## config.mk

```make
export PLATFORM = sky130hd
export DESIGN_NAME = toggled_fade_ramp_generator
export DESIGN_NICKNAME = d
export VERILOG_FILES = /design/src/sv/tfr_pkg.sv /design/src/sv/tfr_ctrl.sv /design/src/sv/tfr_div.sv /design/src/sv/tfr_dp.sv /design/src/sv/toggled_fade_ramp_generator.sv
export SDC_FILE = /design/constraint.sdc
export NUM_CORES = 2
export LEC_CHECK = 0
export ABC_AREA = 1
export BUFFER_PORTS_ARGS = -buffer_cell sky130_fd_sc_hd__clkbuf_2
export CORE_MARGIN = 2
export CORE_UTILIZATION = 35
export DETAILED_ROUTE_END_ITERATION = 8
export GPL_TIMING_DRIVEN = 0
export PLACE_DENSITY_LB_ADDON = 0.2
export SLEW_MARGIN = 20
export SYNTH_ARGS = -nofsm -noshare
export SYNTH_HDL_FRONTEND = slang
export SYNTH_SLANG_ARGS = --single-unit
export TNS_END_PERCENT = 30
```

## constraint.sdc

```tcl
create_clock -name i_clk -period 9.1 [get_ports i_clk]
set_clock_uncertainty 0.2 [all_clocks]
set_input_delay 0.91 -clock i_clk [delete_from_list [all_inputs] [get_ports i_clk]]
set_output_delay 0.91 -clock i_clk [all_outputs]
set_load 0.05 [all_outputs]
```

## src/sv/tfr_pkg.sv

```systemverilog
// shared constants and types for the toggled fade ramp generator
package tfr_pkg;

    localparam int unsigned TicksPerSecond = 1000;
    localparam logic [15:0] MinFadeMs      = 16'd20;
    localparam logic [9:0]  RampScale      = 10'd1000;
    localparam logic [6:0]  LsbCcOffset    = 7'd32;

    localparam logic [2:0] RegChannel  = 3'd0;
    localparam logic [2:0] RegCc       = 3'd1;
    localparam logic [2:0] RegLatch    = 3'd2;
    localparam logic [2:0] RegStart    = 3'd3;
    localparam logic [2:0] RegHold     = 3'd4;
    localparam logic [2:0] RegEnd      = 3'd5;
    localparam logic [2:0] RegFadeIn   = 3'd6;
    localparam logic [2:0] RegFadeOut  = 3'd7;

    localparam logic [1:0] PhaseIn      = 2'd0;
    localparam logic [1:0] PhaseFall    = 2'd1;
    localparam logic [1:0] PhaseRise    = 2'd2;

    // which step register a finished division goes to
    typedef enum logic [1:0] {
        t_DST_NONE = 2'd0,
        t_DST_RISE = 2'd1,
        t_DST_FALL = 2'd2
    } t_dst;

    // controller to datapath commands
    typedef struct packed {
        logic div_start;   // latch operands and start the divider
        logic div_rise;    // operands from start/hold for rise step
        logic div_cfgfall; // operands from hold/end for fall step
        logic word_apply;  // apply accepted word to state
        logic out_load;    // load output register
    } t_cmd;

    // datapath to controller status
    typedef struct packed {
        logic div_busy;
        logic need_rise;
        logic need_fall;
        logic word_div;    // accepted word needs a fall step division
        logic word_has_out;
    } t_sts;

endpackage

```

## src/sv/tfr_ctrl.sv

```systemverilog
// controller sequencing config reloads, word processing and divisions
module tfr_ctrl (
    input  logic          i_clk,
    input  logic          i_rst_n,
    input  logic          i_cfg_we,
    input  logic          i_valid,
    output logic          o_stall,
    input  logic          i_out_busy,
    input  tfr_pkg::t_sts i_sts,
    output tfr_pkg::t_cmd o_cmd
);
    import tfr_pkg::*;

    typedef enum logic [4:0] {
        t_ST_IDLE   = 5'b00001,
        t_ST_RISE   = 5'b00010,
        t_ST_FALL   = 5'b00100,
        t_ST_WDIV   = 5'b01000,
        t_ST_WAIT   = 5'b10000
    } t_state;

    t_state r_state, n_state;
    logic   r_pend, n_pend;     // config written, steps need reload

    always_comb begin
        n_state = r_state;
        n_pend  = r_pend | i_cfg_we;
        o_cmd   = '0;
        o_stall = 1'b1;
        case (r_state)
            t_ST_IDLE: begin
                if (r_pend && !i_cfg_we) begin
                    n_pend = 1'b0;
                    if (i_sts.need_rise) begin
                        o_cmd.div_start = 1'b1;
                        o_cmd.div_rise  = 1'b1;
                        n_state = t_ST_RISE;
                    end else if (i_sts.need_fall) begin
                        o_cmd.div_start   = 1'b1;
                        o_cmd.div_cfgfall = 1'b1;
                        n_state = t_ST_FALL;
                    end
                end else if (!r_pend && !i_cfg_we && !i_out_busy) begin
                    o_stall = 1'b0;
                    if (i_valid) begin
                        o_cmd.word_apply = 1'b1;
                        if (i_sts.word_div) begin
                            o_cmd.div_start = 1'b1;
                            n_state = t_ST_WDIV;
                        end else begin
                            o_cmd.out_load = i_sts.word_has_out;
                        end
                    end
                end
            end
            t_ST_RISE: begin
                if (!i_sts.div_busy) begin
                    if (i_sts.need_fall) begin
                        o_cmd.div_start   = 1'b1;
                        o_cmd.div_cfgfall = 1'b1;
                        n_state = t_ST_FALL;
                    end else begin
                        n_state = t_ST_IDLE;
                    end
                end
            end
            t_ST_FALL: begin
                if (!i_sts.div_busy) n_state = t_ST_IDLE;
            end
            t_ST_WDIV: begin
                if (!i_sts.div_busy) begin
                    o_cmd.out_load = 1'b1;
                    n_state = t_ST_IDLE;
                end
            end
            t_ST_WAIT: begin
                n_state = t_ST_IDLE;
            end
            default: n_state = t_ST_IDLE;
        endcase
    end

    always_ff @(posedge i_clk) begin
        if (!i_rst_n) begin
            r_state <= t_ST_IDLE;
            r_pend  <= 1'b0;
        end else begin
            r_state <= n_state;
            r_pend  <= n_pend;
        end
    end

endmodule

```

## src/sv/tfr_div.sv

```systemverilog
// restoring 16-bit divider, one quotient bit per cycle
module tfr_div (
    input  logic        i_clk,
    input  logic        i_rst_n,
    input  logic        i_start,
    input  logic [15:0] i_num,
    input  logic [15:0] i_den,
    output logic        o_busy,
    output logic [15:0] o_quot
);
    logic [4:0]  r_cnt;
    logic [15:0] r_q, r_d;
    logic [16:0] r_rem;
    logic [16:0] w_sh;
    logic [16:0] w_sub;

    assign w_sh  = {r_rem[15:0], r_q[15]};
    assign w_sub = w_sh - {1'b0, r_d};
    assign o_busy = (r_cnt != 5'd0);
    assign o_quot = r_q;

    always_ff @(posedge i_clk) begin
        if (!i_rst_n) begin
            r_cnt <= 5'd0;
        end else if (i_start) begin
            r_cnt <= 5'd16;
        end else if (o_busy) begin
            r_cnt <= r_cnt - 5'd1;
        end
    end

    always_ff @(posedge i_clk) begin
        if (i_start) begin
            r_q   <= i_num;
            r_d   <= i_den;
            r_rem <= '0;
        end else if (o_busy) begin
            if (!w_sub[16]) begin
                r_rem <= w_sub;
                r_q   <= {r_q[14:0], 1'b1};
            end else begin
                r_rem <= w_sh;
                r_q   <= {r_q[14:0], 1'b0};
            end
        end
    end

endmodule

```

## src/sv/tfr_dp.sv

```systemverilog
// datapath: config registers, ramp state, step math and output register
module tfr_dp #(
    parameter int unsigned TICKS_PER_SECOND = tfr_pkg::TicksPerSecond
) (
    input  logic          i_clk,
    input  logic          i_rst_n,
    input  logic          i_cfg_we,
    input  logic [2:0]    i_cfg_idx,
    input  logic [15:0]   i_cfg_data,
    input  logic          i_kind,
    input  logic [15:0]   i_param_value,
    input  tfr_pkg::t_cmd i_cmd,
    output tfr_pkg::t_sts o_sts,
    output logic          o_valid,
    input  logic          i_stall,
    output logic          o_out_busy,
    output logic          o_command_valid,
    output logic          o_led_on,
    output logic [3:0]    o_out_channel,
    output logic [6:0]    o_msb_controller,
    output logic [6:0]    o_msb_data,
    output logic [6:0]    o_lsb_controller,
    output logic [6:0]    o_lsb_data
);
    import tfr_pkg::*;

    localparam logic [15:0] Tps = 16'(TICKS_PER_SECOND);

    logic [3:0]  r_chan;
    logic [6:0]  r_cc;
    logic        r_latch;
    logic [15:0] r_start, r_hold, r_end, r_fin, r_fout;
    logic [15:0] r_last, r_level, r_rstep, r_fstep;
    logic        r_tog, r_ract, r_fact;
    logic [1:0]  r_phase;
    t_dst        r_dst;

    // step operands captured at the last config write that called for a reload
    logic        r_rsnap, r_fsnap;
    logic [15:0] r_rnum, r_rden, r_fnum, r_fden;

    // pending output values
    logic        r_o_valid;
    logic        r_o_cmd, r_o_led;
    logic [15:0] r_o_lvl;

    logic [15:0] w_num_mul;
    logic        w_div_busy;
    logic [15:0] w_quot, w_num, w_den;
    logic [15:0] w_dist;
    logic        w_fin_ok, w_fout_ok;

    assign w_fin_ok  = r_fin  >= MinFadeMs;
    assign w_fout_ok = r_fout >= MinFadeMs;

    // config as it stands after the current write
    logic [15:0] w_c_start, w_c_hold, w_c_end, w_c_fin, w_c_fout;
    logic [15:0] w_c_rdist, w_c_fdist;
    logic        w_c_rneed, w_c_fneed;
    assign w_c_start = (i_cfg_we && i_cfg_idx == RegStart) ? {2'b00, i_cfg_data[13:0]} : r_start;
    assign w_c_hold  = (i_cfg_we && i_cfg_idx == RegHold)  ? {2'b00, i_cfg_data[13:0]} : r_hold;
    assign w_c_end   = (i_cfg_we && i_cfg_idx == RegEnd)   ? {2'b00, i_cfg_data[13:0]} : r_end;
    assign w_c_fin   = (i_cfg_we && i_cfg_idx == RegFadeIn)  ? i_cfg_data : r_fin;
    assign w_c_fout  = (i_cfg_we && i_cfg_idx == RegFadeOut) ? i_cfg_data : r_fout;
    assign w_c_rneed = (w_c_fin >= MinFadeMs) && (w_c_start != w_c_hold);
    assign w_c_fneed = (w_c_fout >= MinFadeMs) && (w_c_end != w_c_hold);
    assign w_c_rdist = (w_c_start < w_c_hold) ? (w_c_hold - w_c_start) : (w_c_start - w_c_hold);
    assign w_c_fdist = (w_c_end < w_c_hold) ? (w_c_hold - w_c_end) : (w_c_end - w_c_hold);

    assign o_sts.div_busy  = w_div_busy;
    assign o_sts.need_rise = r_rsnap;
    assign o_sts.need_fall = r_fsnap;

    // word decode
    logic w_changed, w_tog_n, w_take;
    always_comb begin
        w_take  = (i_param_value != r_last);
        w_tog_n = r_tog;
        w_changed = 1'b0;
        if (r_latch) begin
            if (i_param_value != 16'd0) begin
                w_tog_n = ~r_tog;
                w_changed = 1'b1;
            end
        end else begin
            w_tog_n = (i_param_value != 16'd0);
            w_changed = 1'b1;
        end
    end

    logic w_modal, w_fdn, w_fup;
    assign w_modal = w_fout_ok && (r_end != r_hold);
    assign w_fdn   = (r_end < r_level) && (r_phase != PhaseFall);
    assign w_fup   = (r_end > r_level) && (r_phase != PhaseRise);

    assign o_sts.word_div = i_kind && w_take && w_changed && !w_tog_n && w_modal
                            && (w_fdn || w_fup);

    // tick evaluation
    logic        w_t_out, w_t_ract, w_t_fact;
    logic [15:0] w_t_lvl, w_t_send, w_add, w_sub_r, w_sub_f, w_add_f;
    always_comb begin
        w_add   = r_level + r_rstep;
        w_sub_r = r_level - r_rstep;
        w_sub_f = r_level - r_fstep;
        w_add_f = r_level + r_fstep;
        w_t_out  = 1'b0;
        w_t_lvl  = r_level;
        w_t_send = r_level;
        w_t_ract = r_ract;
        w_t_fact = r_fact;
        if (r_phase == PhaseIn) begin
            if (r_ract) begin
                if (!w_fin_ok) begin
                    w_t_out = 1'b1; w_t_lvl = r_hold; w_t_send = r_hold;
                    w_t_ract = 1'b0;
                end else if (r_start < r_hold) begin
                    w_t_out = 1'b1;
                    if (w_add < r_hold) begin
                        w_t_lvl = w_add; w_t_send = w_add;
                    end else begin
                        w_t_lvl = r_hold; w_t_send = r_hold; w_t_ract = 1'b0;
                    end
                end else if (r_start > r_hold) begin
                    w_t_out = 1'b1;
                    if (w_sub_r > r_hold && r_rstep < w_sub_r) begin
                        w_t_lvl = w_sub_r; w_t_send = w_sub_r;
                    end else begin
                        w_t_lvl = r_hold; w_t_send = r_hold; w_t_ract = 1'b0;
                    end
                end
            end
        end else if (r_phase == PhaseFall || r_phase == PhaseRise) begin
            if (r_fact) begin
                w_t_out = 1'b1;
                w_t_send = r_end;
                if (!w_fout_ok) begin
                    w_t_fact = 1'b0;
                end else if (r_phase == PhaseFall) begin
                    w_t_lvl = w_sub_f;
                    if (w_sub_f > r_end && r_fstep < w_sub_f) w_t_send = w_sub_f;
                    else w_t_fact = 1'b0;
                end else begin
                    w_t_lvl = w_add_f;
                    if (w_add_f < r_end) w_t_send = w_add_f;
                    else w_t_fact = 1'b0;
                end
            end
        end
    end

    assign o_sts.word_has_out = i_kind ? w_take : w_t_out;

    // divider operands
    assign w_dist    = w_fdn ? (r_level - r_end) : (r_end - r_level);
    assign w_num_mul = 16'(w_dist * RampScale);
    always_comb begin
        if (i_cmd.div_rise) begin
            w_num = r_rnum;
            w_den = r_rden;
        end else if (i_cmd.div_cfgfall) begin
            w_num = r_fnum;
            w_den = r_fden;
        end else begin
            w_num = w_num_mul;
            w_den = 16'(Tps * r_fout);
        end
    end

    // a zero divisor yields all ones from the divider
    tfr_div u_div (
        .i_clk   (i_clk),
        .i_rst_n (i_rst_n),
        .i_start (i_cmd.div_start),
        .i_num   (w_num),
        .i_den   (w_den),
        .o_busy  (w_div_busy),
        .o_quot  (w_quot)
    );

    always_ff @(posedge i_clk) begin
        if (!i_rst_n) begin
            r_chan <= '0; r_cc <= '0; r_latch <= 1'b0;
            r_start <= '0; r_hold <= '0; r_end <= '0; r_fin <= '0; r_fout <= '0;
            r_last <= '0; r_level <= '0; r_rstep <= '0; r_fstep <= '0;
            r_tog <= 1'b0; r_ract <= 1'b0; r_fact <= 1'b0; r_phase <= PhaseIn;
            r_dst <= t_DST_NONE;
            r_rsnap <= 1'b0; r_fsnap <= 1'b0;
            r_rnum <= '0; r_rden <= '0; r_fnum <= '0; r_fden <= '0;
            r_o_valid <= 1'b0;
        end else begin
            if (i_cfg_we) begin
                case (i_cfg_idx)
                    RegChannel: r_chan  <= i_cfg_data[3:0];
                    RegCc:      r_cc    <= i_cfg_data[6:0];
                    RegLatch:   r_latch <= i_cfg_data[0];
                    RegStart:   r_start <= {2'b00, i_cfg_data[13:0]};
                    RegHold:    r_hold  <= {2'b00, i_cfg_data[13:0]};
                    RegEnd:     r_end   <= {2'b00, i_cfg_data[13:0]};
                    RegFadeIn:  r_fin   <= i_cfg_data;
                    RegFadeOut: r_fout  <= i_cfg_data;
                    default: ;
                endcase
            end
            if (i_cfg_we && w_c_rneed) begin
                r_rsnap <= 1'b1;
                r_rnum  <= 16'(w_c_rdist * RampScale);
                r_rden  <= 16'(Tps * w_c_fin);
            end else if (i_cmd.div_start && i_cmd.div_rise) begin
                r_rsnap <= 1'b0;
            end
            if (i_cfg_we && w_c_fneed) begin
                r_fsnap <= 1'b1;
                r_fnum  <= 16'(w_c_fdist * RampScale);
                r_fden  <= 16'(Tps * w_c_fout);
            end else if (i_cmd.div_start && i_cmd.div_cfgfall) begin
                r_fsnap <= 1'b0;
            end
            if (i_cmd.div_start)
                r_dst <= i_cmd.div_rise ? t_DST_RISE : t_DST_FALL;
            else if (r_dst != t_DST_NONE && !w_div_busy)
                r_dst <= t_DST_NONE;
            if (r_dst != t_DST_NONE && !w_div_busy) begin
                if (r_dst == t_DST_RISE) r_rstep <= w_quot;
                else r_fstep <= w_quot;
            end
            if (i_cmd.word_apply) begin
                if (i_kind) begin
                    if (w_take) begin
                        r_last <= i_param_value;
                        r_tog  <= w_tog_n;
                        if (w_changed) begin
                            if (w_tog_n) begin
                                r_phase <= PhaseIn; r_ract <= 1'b1; r_fact <= 1'b0;
                                r_level <= r_start;
                            end else begin
                                if (w_modal) begin
                                    if (w_fdn) r_phase <= PhaseFall;
                                    else if (w_fup) r_phase <= PhaseRise;
                                end else begin
                                    r_phase <= PhaseFall;
                                end
                                r_ract <= 1'b0; r_fact <= 1'b1;
                            end
                        end
                    end
                    r_o_cmd <= 1'b0;
                    r_o_led <= w_tog_n;
                end else begin
                    r_level <= w_t_lvl;
                    r_ract  <= w_t_ract;
                    r_fact  <= w_t_fact;
                    r_o_cmd <= 1'b1;
                    r_o_led <= r_tog;
                    r_o_lvl <= w_t_send;
                end
            end
            if (i_cmd.out_load) r_o_valid <= 1'b1;
            else if (r_o_valid && !i_stall) r_o_valid <= 1'b0;
        end
    end

    assign o_out_busy       = r_o_valid;
    assign o_valid          = r_o_valid;
    assign o_command_valid  = r_o_cmd;
    assign o_led_on         = r_o_led;
    assign o_out_channel    = r_o_cmd ? r_chan : 4'd0;
    assign o_msb_controller = r_o_cmd ? r_cc : 7'd0;
    assign o_msb_data       = r_o_cmd ? r_o_lvl[13:7] : 7'd0;
    assign o_lsb_controller = r_o_cmd ? 7'(r_cc + LsbCcOffset) : 7'd0;
    assign o_lsb_data       = r_o_cmd ? r_o_lvl[6:0] : 7'd0;

endmodule

```

## src/sv/toggled_fade_ramp_generator.sv

```systemverilog
// top level of the toggled fade ramp generator
// usage:
//   input channel: i_valid / o_stall carry one word, i_kind selects a tick (0)
//   or a new parameter value (1, in i_param_value).
//   output channel: o_valid / i_stall carry a result word: a control change
//   pair with the 14-bit level split in two 7-bit halves, or an LED update.
//   a word gives zero or one result, valid in the cycle after acceptance;
//   a switch-off that needs a new fall step waits for the
//   serial divider (one quotient bit per cycle).
//   no new word is accepted while a division for the last one is running.
//   config writes trigger a reload of the step sizes that the new config needs,
//   which runs after the last write and during which no word is accepted.
//   a new word is accepted only when the output register is empty, so a
//   stalled receiver holds the input stalled as well.
//   reset clears the control and ramp state, config registers to zero, no result pending.
module toggled_fade_ramp_generator #(
    parameter int unsigned TICKS_PER_SECOND = tfr_pkg::TicksPerSecond
) (
    input  logic        i_clk,
    input  logic        i_rst_n,
    input  logic        i_cfg_we,
    input  logic [2:0]  i_cfg_idx,
    input  logic [15:0] i_cfg_data,
    input  logic        i_valid,
    output logic        o_stall,
    input  logic        i_kind,
    input  logic [15:0] i_param_value,
    output logic        o_valid,
    input  logic        i_stall,
    output logic        o_command_valid,
    output logic        o_led_on,
    output logic [3:0]  o_out_channel,
    output logic [6:0]  o_msb_controller,
    output logic [6:0]  o_msb_data,
    output logic [6:0]  o_lsb_controller,
    output logic [6:0]  o_lsb_data
);
    import tfr_pkg::*;

    t_cmd w_cmd;
    t_sts w_sts;
    logic w_out_busy;

    tfr_ctrl u_ctrl (
        .i_clk      (i_clk),
        .i_rst_n    (i_rst_n),
        .i_cfg_we   (i_cfg_we),
        .i_valid    (i_valid),
        .o_stall    (o_stall),
        .i_out_busy (w_out_busy),
        .i_sts      (w_sts),
        .o_cmd      (w_cmd)
    );

    tfr_dp #(.TICKS_PER_SECOND(TICKS_PER_SECOND)) u_dp (
        .i_clk            (i_clk),
        .i_rst_n          (i_rst_n),
        .i_cfg_we         (i_cfg_we),
        .i_cfg_idx        (i_cfg_idx),
        .i_cfg_data       (i_cfg_data),
        .i_kind           (i_kind),
        .i_param_value    (i_param_value),
        .i_cmd            (w_cmd),
        .o_sts            (w_sts),
        .o_valid          (o_valid),
        .i_stall          (i_stall),
        .o_out_busy       (w_out_busy),
        .o_command_valid  (o_command_valid),
        .o_led_on         (o_led_on),
        .o_out_channel    (o_out_channel),
        .o_msb_controller (o_msb_controller),
        .o_msb_data       (o_msb_data),
        .o_lsb_controller (o_lsb_controller),
        .o_lsb_data       (o_lsb_data)
    );

endmodule

```

Word level (Yosys, flattened, before mapping):

Index checks and enable logic that the tools add are counted.

* register bits after elaboration: 287
* bits of input ports: 41
* output and inout port bits: 36
* word-level logic and storage cells: 304

* $add $sub $neg: 13
* multipliers: 6
* magnitude comparators: 16
* equality and inequality tests: 31
* mux-type cells: 129
* bitwise gates (word level): 5
* reductions and logical operators: 69

Operators by type and width (number)
* $mux 16: 27
* $mux 14: 10
* $sub 16x16->16: 6
* $ge 16x5->1 const B: 4
* $lt 16x16->1: 4
* $mux 1: 61
* $mux 5: 10
* $mul 16x7->13 const B: 3
* $mul 7x16->13 const A: 3
* $ne 16x16->1: 3
* $add 16x16->16: 2
* $gt 16x14->1: 2
* $lt 16x14->1: 2
* $mux 7: 4
* $logic_and 1x1->1: 26
* $mux 2: 11
* $reduce_and 2->1: 11
* $sub 17x16->17: 1
* $gt 14x16->1: 1
* $lt 14x16->1: 1
* $reduce_bool 16->1: 1
* $reduce_bool 2->1: 8
* $sub 14x16->16: 1
* $sub 16x14->16: 1
* 38 further kinds: 66

Depth between registers and ports, before layout:

* depth in word-level cells: 15
* depth in mapped cells: 48
* mapped depth without buffers: 46

Cells and area by module:

A second synthesis with hierarchy kept.

* cells, all modules: 4782
* area, all modules: 32971.6 µm²

By module, submodules not included
* tfr_dp: instances 1, cells an instance 4210, area each 29046.6 µm², seq. area each 4724.5 µm²
* tfr_div: instances 1, cells an instance 499, area each 3489.6 µm², seq. area each 1381.3 µm²
* tfr_ctrl: instances 1, cells an instance 73, area each 435.4 µm², seq. area each 100.1 µm²

Worst setup path after synthesis:

No wires, ideal clock.

* kind: input-to-reg
* start: input i_cfg_idx[0]
* end: register u_dp.r_rnum[15]
* setup time: 0.117 ns
* arrival time: 7.605 ns
* data required time: 8.783 ns
* slack: 1.178 ns
* stages on the path: 41
* path buffers: 2
* cells stage by stage: nor2_2 > nand2_4 > clkbuf_1 > o21ai_0 > inv_1 > ha_1 > fa_1 > inv_1 > nand4_1 > nand2_2 > nand2_2 > nand2_1 > nand2_2 > nand2_4 > buf_6 > nand3_1 > o21ai_0 > xor2_1 > [... 5 more ...] > fa_1 > inv_1 > fa_1 > inv_1 > ha_1 > inv_1 > nor4_1 > nand3_1 > nand3_1 > xor2_1 > xnor2_1 > nand3_1 > nand2_1 > nand2_1 > nand3_1 > nand2_1 > nor2_1 > nor2_1

* cells in the longest elaborated chain, start to end: 6
* elaborated cells between the ends (all ways): 18

Ends and longest elaborated chain
* start: declaration: RTL line toggled_fade_ramp_generator.sv:22 `input logic [2:0] i_cfg_idx,`
* $eq 3x2->1 (tied with other cells): RTL line tfr_dp.sv:60 `assign w_c_start = (i_cfg_we && i_cfg_idx == RegStart) ? {2'b00, i_cfg_data[13:0]} : r_start;`
* $logic_and 1x1->1, on equally long branches: RTL line tfr_dp.sv:60, tfr_dp.sv:61, tfr_dp.sv:63
* $mux 14 (tied with other cells): RTL line tfr_dp.sv:60
* $sub 16x16->16 (tied with other cells): RTL line tfr_dp.sv:67 `assign w_c_rdist = (w_c_start < w_c_hold) ? (w_c_hold - w_c_start) : (w_c_start - w_c_hold);`
* $mux 16 or $logic_and 1x1->1 (tied branches): RTL line tfr_dp.sv:67, tfr_dp.sv:65
* $mul 16x7->13 or $logic_and 1x1->1 (tied branches): RTL line tfr_dp.sv:207, tfr_dp.sv:205
* end signal: assignment: RTL line tfr_dp.sv:207 `r_rnum <= 16'(w_c_rdist * RampScale);`
* end: declaration: RTL line tfr_dp.sv:40 `logic [15:0] r_rnum, r_rden, r_fnum, r_fden;`

Parallel ways exist; a longest one is shown, timed or not.
A chain may end at the register's enable or synchronous reset.

Worst setup path in the final report:

* start: input i_cfg_we
* end: register u_dp.r_rnum[15]

* cells in the longest elaborated chain, start to end: 5
* elaborated cells between the ends (all ways): 15

Ends and longest elaborated chain
* start: declaration: RTL line toggled_fade_ramp_generator.sv:21 `input logic i_cfg_we,`
* $logic_and 1x1->1, on equally long branches: RTL line tfr_dp.sv:60, tfr_dp.sv:61, tfr_dp.sv:63
* $mux 14 (tied with other cells): RTL line tfr_dp.sv:60
* $sub 16x16->16 (tied with other cells): RTL line tfr_dp.sv:67
* $mux 16 or $logic_and 1x1->1 (tied branches): RTL line tfr_dp.sv:67, tfr_dp.sv:65
* $mul 16x7->13 or $logic_and 1x1->1 (tied branches): RTL line tfr_dp.sv:207, tfr_dp.sv:205

Parallel ways exist; a longest one is shown, timed or not.

==> impl_metrics.env <==
export IMPL_status="finished clean"
export IMPL_worstMarginPinSlew_ns=1.19
export IMPL_min_period_over_period_pct=94.7
export IMPL_whs_path_depth=2
export IMPL_finalHoldViolCount=0
export IMPL_drt_iter0_drc=2761
export IMPL_min_from="u_dp.r_rden[11]"
export IMPL_syn_area_um2=31600
export IMPL_final_common_cell="nand2_1"
export IMPL_hold_path_end="u_dp.r_rden[11]"
export IMPL_grt_pass1_vias=28659
export IMPL_wire_per_inst_um=20.6
export IMPL_rsz0062_at_grt="yes"
export IMPL_gr_total_overflow=0
export IMPL_dp_hpwl_um=100000
export IMPL_arrival_ns=8.88
export IMPL_start_util_pct=35.2
export IMPL_clkLatencyLatePin_ns=0.58
export IMPL_setup_viol=0
export IMPL_drt_vias_per_instance=5.13
export IMPL_rrSetupSlack_ns=0.55
export IMPL_route_vias_total=29946
export IMPL_drcViolationCount=0
export IMPL_synth_async_reset_ratio_pct=0
export IMPL_seq_area_um2=6130
export IMPL_slowest_delay_ns=0.57
export IMPL_r2r_start="u_dp.r_end[0]"
export IMPL_die_y_um=305
export IMPL_fmaxAchievable_mhz=116
export IMPL_worst_path_max_delay_cell="fa_1"
export IMPL_syn_avg_cell_area_um2=7.01
export IMPL_cts_buffers=38
export IMPL_r2r_end="u_dp.u_div.o_quot[15]"
export IMPL_cap_violations=0
export IMPL_syn_inst=4514
export IMPL_grt_pass1_wl_um=181000
export IMPL_cp_end_kind="flop"
export IMPL_critPathKind="in -> reg"
export IMPL_ys_types=64
export IMPL_drtPass1Iterations=6
export IMPL_grt_max_degree=21
export IMPL_final_cell_mix="nand2_1 (901), inv_1 (792), ha_1 (419), a21oi_1 (380), o21ai_0 (352)"
export IMPL_slew_headroom_pct=19.7
export IMPL_drt_total_wl_um=121000
export IMPL_dieArea_um2=92800
export IMPL_worst_hold_path_type="reg -> reg"
export IMPL_r2r_cells=35
export IMPL_ys_ff_latch=283
export IMPL_clock_sinks=283
export IMPL_syn_nets=5139
export IMPL_die_x_um=305
export IMPL_numPortBuffers=75
export IMPL_crit_fanout=10
export IMPL_design_core_area_um2=89700
export IMPL_ctsHoldBuffers=0
export IMPL_n_fill_cell=9695
export IMPL_antenna_found_initial=3
export IMPL_grt_usage_pct=25.6
export IMPL_place_congestion=1.01
export IMPL_synth_seq_area_share_pct=19.3
export IMPL_cts_tree="built"
export IMPL_finalCriticalPeriod_ns=8.61
export IMPL_cts_buffer_depth=3
export IMPL_drv_slew=0
export IMPL_cts_root_buf="clkbuf_16"
export IMPL_yosys_warnings=0
export IMPL_multi_input_area_um2=22000
export IMPL_area_growth_pct=10.4
export IMPL_rows=110
export IMPL_critPathRequiredTime_ns=9.36
export IMPL_whs_ns=0.263
export IMPL_drive_gt1_share_pct=6.13
export IMPL_ys_flop_type="dfxtp_1"
export IMPL_worstSetupStartpointType="input port"
export IMPL_postRouteAntennaNets=0
export IMPL_synth_edf_count=45
export IMPL_htreeDepth=2
export IMPL_clk_pin_slew_worst_paths_ns=0.06
export IMPL_nets=5260
export IMPL_pin_count=77
==> synth_stat cells, drive strengths merged (46+ instances only) <==
cell type / count / area share, %
ha: 421 / 17
a21oi: 380 / 6.0
nand4: 46 / 0.93
xor2: 142 / 4.1
o21ai: 387 / 6.3
nand3: 189 / 3.1
inv: 810 / 9.6
fa: 163 / 10
nand2: 931 / 11
nor2: 348 / 4.2
dfxtp: 238 / 15
nor3: 47 / 0.76
clkbuf: 101 / 1.2
==> state kept, by name (all words and copies together) (netlist names), 14 cells and up <==
register and flops:
u_dp.r_last 16, u_dp.r_hold 14, u_dp.u_div.o_quot 16, u_dp.u_div.r_rem 16, u_dp.r_level 16, u_dp.r_fin 16, u_dp.r_o_lvl 14, u_dp.r_fstep 16
u_dp.r_rstep 16, u_dp.r_end 14, u_dp.r_start 14, u_dp.r_fout 16
==> cell families after synthesis <==
logic type                 synth area share [%]
DFF                                        19.3
buffers and inverters                      11.5
and+or+nand+nor                            21.2
muxes                                     0.348
AOI/OAI and AO/OA                          15.5
adders and majority gates                  27.0
xor gates and xnor gates                   5.20
==> worst max-delay path by stage <==
stage | start | endpoint | slack [ns] | depth (start not counted)
floorplan | i_cfg_idx[0] | u_dp.r_rnum[15] | 1.18 | 41
global placement | i_cfg_we | u_dp.r_rnum[15] | -1.27 | 40
detailed placement | i_cfg_we | u_dp.r_rnum[15] | -1.26 | 40
CTS | u_dp.r_level[1] | u_dp.u_div.o_quot[15] | 0.05 | 33
global route | i_cfg_we | u_dp.r_rnum[15] | -0.04 | 42
finish | i_cfg_we | u_dp.r_rnum[15] | 0.49 | 44
==> area by class of cell <==
cell class                 instances  share of cell area, %
inverter                         814                   8.77
multi-input combinational       3287                   63.0
tap                             1176                   4.21
buffer                           129                   1.64
clock inverter                    15                  0.451
timing repair buffer              82                   1.23
antenna                            1                0.00717
clock buffer                      53                   3.18
sequential                       283                   17.5
==> what timing repair did <==
action / in CTS / in global routing
gates resized for setup: 8 / 40
endpoints found under the setup margin: 1 / 4
pin swaps: 1 / 4
setup buffers: 2 / 3
==> per-layer routing <==
layer	share of wire, %	vias up	global-route usage [%]
li1	-	14746	-
met1	47	14133	36.2
met2	44	909	41.2
met3	6.0	158	2.73
met4	2.9	0	6.97
met5	0	-	0
==> critical path: cells and delay by family <==
family	cells	cell delay, ns
adders and majority gates	7	3.23
xor gates and xnor gates	3	0.74
AOI/OAI and AO/OA	4	0.56
and+or+nand+nor	18	1.94
buffers and inverters	12	1.46
==> per-stage QoR <==
step / instance area [um2] / TNS, ns / setup slack, ns / util [%] / std cells
after floorplan: 31600 / 0 / 1.18 / - / 4514
after global placement: 33500 / -1.91 / -1.27 / 37.3 / 5765
after detailed placement: 33500 / -1.88 / -1.26 / 37.3 / 5767
after CTS: 34800 / 0 / 0.0472 / 38.8 / 5836
after global routing: 34900 / -0.0532 / -0.0393 / 38.9 / 5839
final: 34900 / 0 / 0.487 / 38.9 / 5840
Power is not shown: default switching activity piles up to over one toggle a cycle in this logic, so the estimate is an artifact.
